`src/rtl/core/fdbs_pkg.sv`:
```
// Shared types and constants of the frequency-domain beam summer.
package fdbs_pkg;

    localparam int ACC_W = 36;

    localparam logic CFG_ANTENNA_COUNT = 1'b0;
    localparam logic CFG_PIXEL_COUNT   = 1'b1;

    typedef struct packed {
        logic              func;
        logic [5:0]        freq_bin;
        logic [3:0]        pixel_index;
        logic [3:0]        antenna_index;
        logic signed [15:0] value_re;
        logic signed [15:0] value_im;
    } fdbs_in_t;

    typedef struct packed {
        logic [5:0]         out_freq_bin;
        logic [3:0]         out_pixel;
        logic signed [15:0] beam_re;
        logic signed [15:0] beam_im;
        logic               last;
    } fdbs_out_t;

    typedef struct packed {
        logic capture;
        logic wt_write;
        logic mac_issue;
        logic emit_read;
        logic out_load;
        logic last;
        logic clr_write;
        logic clr_sweep;
    } fdbs_cmd_t;

    typedef struct packed {
        logic bin_ok;
        logic is_sample;
        logic wt_ok;
        logic ant_ok;
        logic completes;
        logic mac_busy;
        logic div_done;
        logic out_free;
    } fdbs_stat_t;

endpackage

```
`src/rtl/core/fdbs_ctrl.sv`:
```
// Sequencer of the beam summer: reset sweep, decode, MAC issue, emit, wipe.
module fdbs_ctrl
    import fdbs_pkg::*;
#(
    parameter int MAX_PIXELS = 16,
    parameter int ACC_DEPTH  = 1024,
    parameter int PIX_W      = 4,
    parameter int PCNT_W     = 5,
    parameter int ACC_AW     = 10
) (
    input  logic              clk,
    input  logic              rst_n,
    input  logic              sample_valid,
    output logic              sample_stall,
    input  logic [PCNT_W-1:0] npix,
    input  fdbs_stat_t        st,
    output fdbs_cmd_t         cmd,
    output logic [PIX_W-1:0]  pixel,
    output logic [ACC_AW-1:0] sweep_addr
);

    localparam logic [3:0] S_CLEAR    = 4'd0;
    localparam logic [3:0] S_IDLE     = 4'd1;
    localparam logic [3:0] S_DECODE   = 4'd2;
    localparam logic [3:0] S_MAC      = 4'd3;
    localparam logic [3:0] S_DRAIN    = 4'd4;
    localparam logic [3:0] S_EMIT_RD  = 4'd5;
    localparam logic [3:0] S_EMIT_DIV = 4'd6;
    localparam logic [3:0] S_EMIT_OUT = 4'd7;
    localparam logic [3:0] S_WIPE     = 4'd8;

    logic [3:0]        state_reg, state_next;
    logic [PCNT_W-1:0] pix_reg, pix_next;
    logic [ACC_AW-1:0] sweep_reg, sweep_next;
    logic              pix_last;

    assign pix_last = (int'(pix_reg) == int'(npix) - 1);

    always_comb
    begin
        state_next = state_reg;
        pix_next   = pix_reg;
        sweep_next = sweep_reg;
        cmd        = '0;
        unique case (state_reg)
            S_CLEAR:
            begin
                cmd.clr_write = 1'b1;
                cmd.clr_sweep = 1'b1;
                if (sweep_reg == ACC_AW'(ACC_DEPTH - 1))
                begin
                    state_next = S_IDLE;
                end
                else
                begin
                    sweep_next = sweep_reg + 1'b1;
                end
            end
            S_IDLE:
            begin
                if (sample_valid)
                begin
                    cmd.capture = 1'b1;
                    state_next  = S_DECODE;
                end
            end
            S_DECODE:
            begin
                pix_next   = '0;
                state_next = S_IDLE;
                if (st.bin_ok)
                begin
                    if (!st.is_sample)
                    begin
                        cmd.wt_write = st.wt_ok;
                    end
                    else if (st.ant_ok)
                    begin
                        state_next = S_MAC;
                    end
                end
            end
            S_MAC:
            begin
                cmd.mac_issue = 1'b1;
                if (pix_last)
                begin
                    pix_next   = '0;
                    state_next = S_DRAIN;
                end
                else
                begin
                    pix_next = pix_reg + 1'b1;
                end
            end
            S_DRAIN:
            begin
                if (!st.mac_busy)
                begin
                    state_next = st.completes ? S_EMIT_RD : S_IDLE;
                end
            end
            S_EMIT_RD:
            begin
                cmd.emit_read = 1'b1;
                state_next    = S_EMIT_DIV;
            end
            S_EMIT_DIV:
            begin
                if (st.div_done)
                begin
                    state_next = S_EMIT_OUT;
                end
            end
            S_EMIT_OUT:
            begin
                if (st.out_free)
                begin
                    cmd.out_load = 1'b1;
                    cmd.last     = pix_last;
                    if (pix_last)
                    begin
                        pix_next   = '0;
                        state_next = S_WIPE;
                    end
                    else
                    begin
                        pix_next   = pix_reg + 1'b1;
                        state_next = S_EMIT_RD;
                    end
                end
            end
            S_WIPE:
            begin
                // clear every pixel of the bin, not only the active ones
                cmd.clr_write = 1'b1;
                if (pix_reg == PCNT_W'(MAX_PIXELS - 1))
                begin
                    pix_next   = '0;
                    state_next = S_IDLE;
                end
                else
                begin
                    pix_next = pix_reg + 1'b1;
                end
            end
            default:
            begin
                state_next = S_IDLE;
            end
        endcase
    end

    always_ff @(posedge clk or negedge rst_n)
    begin
        if (!rst_n)
        begin
            state_reg <= S_CLEAR;
            pix_reg   <= '0;
            sweep_reg <= '0;
        end
        else
        begin
            state_reg <= state_next;
            pix_reg   <= pix_next;
            sweep_reg <= sweep_next;
        end
    end

    assign sample_stall = (state_reg != S_IDLE);
    assign pixel        = pix_reg[PIX_W-1:0];
    assign sweep_addr   = sweep_reg;

endmodule

```
`config.mk`:
```
export PLATFORM = sky130hd
export DESIGN_NAME = fdbs_ctrl
export DESIGN_NICKNAME = d
export VERILOG_FILES = /design/src/rtl/core/fdbs_pkg.sv /design/src/rtl/core/fdbs_ctrl.sv
export SDC_FILE = /design/constraint.sdc
export NUM_CORES = 1
export LEC_CHECK = 0
export BUFFER_PORTS_ARGS = -buffer_cell sky130_fd_sc_hd__buf_2
export CAP_MARGIN = 20
export CORE_MARGIN = 2
export CORE_UTILIZATION = 50
export DETAILED_ROUTE_END_ITERATION = 10
export PLACE_DENSITY = 0.87
export SYNTH_ARGS = -nofsm -noshare
export SYNTH_HDL_FRONTEND = slang
export SYNTH_SLANG_ARGS = --single-unit
```
`constraint.sdc`:
```
create_clock -name clk -period 2.51 [get_ports clk]
set_input_delay 0.1255 -clock clk [delete_from_list [all_inputs] [get_ports clk]]
set_output_delay 0.1255 -clock clk [all_outputs]
set_load 0.005 [all_outputs]
```
==> results.toml <==
[sta]
hold_slack_ns = 0.215
finalHoldViolCount = 0
tns_ns = 0
fin_skew_ns = 0.00734
fmax_ghz = 0.445
period_minus_slack_ns = 2.25
relSlewSlack_pct = 68.7
setup_violations = 0
min_period_over_period_pct = 89.6
final_max_slew_viol_count = 0
tightest_slew_ns = 0.470
rsz0062_at_grt = "no"

[global_route]
grt_pass1_wl_mm = 4.15
grt_max_degree = 20
overflow = 0
grt_antenna_before_repair = 0
grtUsageTotal_pct = 19.4
grt_pass1_vias = 974

[clock_network]
cts_tree = "done"
clkLatencyLatePin_ns = 0.29
clock-sinks = 19
cts_resized = 0
cts_buffers = 3
h-tree-depth = 1
clk_pin_slew_worst_paths_ns = 0.11
root_buffer = "clkbuf_4"
cts.path.max_buffers = 2

[yosys]
netlist_area_mm2 = 0.00127
synthArstFlopShare_pct = 100
yosysTopAreaCellShare_pct = 37.5
synth_nets = 158
synth.distinct_cells = 45
yosysTopAreaCell = "dfrtp_1"
yosys_warnings = 0
synth_area_per_cell_um2 = 9.24
synth_edf_count = 0
synthCells = 137
yosysSeqAreaShare_pct = 37.5
ys.flop_type = "dfrtp_1"
synth_area_leaders = "dfrtp_1, xnor2_1, ha_1"
ys_ff_latch = 19

[setup_path]
slowest_delay_ns = 0.45
path_common_cell = "ha_1"
worst-setup-path-type = "reg -> reg"
worst_setup_path_start_kind = "flop"
cp-end-kind = "flop"
cp_top_family = "simple AND/OR/NAND/NOR gates"
reg2reg_slack_ns = 0.26
cp_slowest_cell = "dfrtp_1"
crit_buf_inv = 1
cp_max_fo = 5
cp.arrival_ns = 2.43
worstPathCellList = "ha_1 > nand3_1 > inv_1 > ha_1 > nor2_1 > a22oi_1 > or3_1 > and3b_2 > a31oi_1 > o2bb2ai_1"
critPathRequiredTime_ns = 2.69

[run]
cap_viol_max_count = 0

[floorplanning]
core_area_mm2 = 0.00243
die_area_mm2 = 0.00295
initial_core_util_pct = 52.1
die_w_um = 54.3
fp.dieH_um = 54.3
pin_count = 39
rows = 18

[outcome]
status = "finished, final reports clean"

[routing]
first_pass_iters = 4
drc = 0
vias = 1134
wirelength_mm = 2.76
drt_iter0_markers = 21
vias_per_cell = 5.59
ant_nets = 0
routedWlPerCell_um = 13.6

[cells_and_area]
largest_reg_flops = 10
area_delta_synth_final_pct = 17.6
drive_gt1_share_pct = 30.6
final_common_cell = "buf_2"
final_cell_mix = "buf_2, dfrtp_1, xnor2_1"
diodes = 0
nets = 195

[pwr]
p_per_area_mw_per_mm2 = 959
peakVddDrop_uv = 622
power.leakage_uw = 0.000756

[placed_design]
port_buffers = 38
gp_congestion = 0.786
hpwl_mm = 2.14

[min_path]
hold_class = "in -> reg"
metrics by stage:
stage,cell area (um2),total power (uW),cells,util (%),setup WS (ns)
after floorplan,1270,1080,137,-,0.523
after global placement,1450,1230,198,59.7,0.440
after detailed placement,1450,1280,198,59.7,0.309
after CTS,1490,1430,203,61.2,0.285
after global routing,1490,1550,203,61.2,0.154
final,1490,1430,203,61.2,0.262
layout make-up:
| cell class | instances | area [um2] |
|---|---|---|
| inverter | 10 | 37.5 |
| clock buffer | 4 | 26.3 |
| tap | 30 | 37.5 |
| timing repair buffer | 40 | 208 |
| multi-input combinational | 100 | 704 |
| fill | 222 | 943 |
| sequential | 19 | 475 |
power by group:
part	internal (uW)	switching (uW)
combinational	347	342
sequential	400	188
clock	61.7	88.6
Yosys cell counts, types with 2 or more instances:
cell type / number
a211oi_1: 2
a21oi_1: 2
a31oi_1: 3
and3_1: 2
buf_2: 3
buf_4: 4
dfrtp_1: 19
ha_1: 5
inv_1: 8
inv_2: 2
mux2_2: 2
nand2_1: 9
nand2b_1: 2
nand3_1: 8
nand4_1: 3
nor2_1: 10
nor3_1: 5
nor3b_1: 2
o21ai_0: 4
xnor2_1: 12
xor2_1: 6
per-layer routing:
metal / track usage (%) / wire [um] / vias up
met3: 1.91 / 98 / 2
met2: 36.9 / 1490 / 29
met5: 0 / 0 / -
li1: - / - / 552
met4: 6.67 / 21 / 0
met1: 22.2 / 1150 / 551
cell families (layout without fill, tap and decap cells):
family / count (synthesis) / in the layout / share of synthesized area (%)
mux: 3 / 3 / 2.57
simple gates: 48 / 48 / 20.8
flops: 19 / 19 / 37.5
compound gates: 26 / 26 / 14.9
fa+ha+maj: 5 / 5 / 4.94
xor+xnor: 18 / 18 / 12.5
buf+inv: 18 / 54 / 6.82
worst paths after layout:
| check | startpoint | endpoint | cells past startpoint |
|---|---|---|---|
| max reg2reg | pix_reg[0]$_DFFE_PN0P_ | state_reg[1]$_DFFE_PN0P_ | 10 |
| max in group asynchronous | rst_n | pix_reg[0]$_DFFE_PN0P_ | 2 |
| min | st[0] | state_reg[3]$_DFFE_PN0P_ | 3 |
| min reg2reg | sweep_addr[5]$_DFFE_PN0P_ | sweep_addr[5]$_DFFE_PN0P_ | 1 |
| min in group asynchronous | rst_n | sweep_addr[1]$_DFFE_PN0P_ | 2 |
| max | pix_reg[0]$_DFFE_PN0P_ | state_reg[1]$_DFFE_PN0P_ | 10 |
worst reg2reg max path, cell delays in order (launching register included):
cell and delay (ns):
dfrtp_1 0.45, ha_1 0.26, nand3_1 0.10, inv_1 0.06, ha_1 0.21, nor2_1 0.12, a22oi_1 0.09, or3_1 0.33
and3b_2 0.25, a31oi_1 0.18, o2bb2ai_1 0.10
timing repair:
| item | CTS | global route |
|---|---|---|
| endpoints found under the hold margin | 19 | 0 |
| buffers inserted | 0 | 0 |
| hold buffers | 1 | 0 |
No activity file was read; power rests on OpenSTA's default activity.
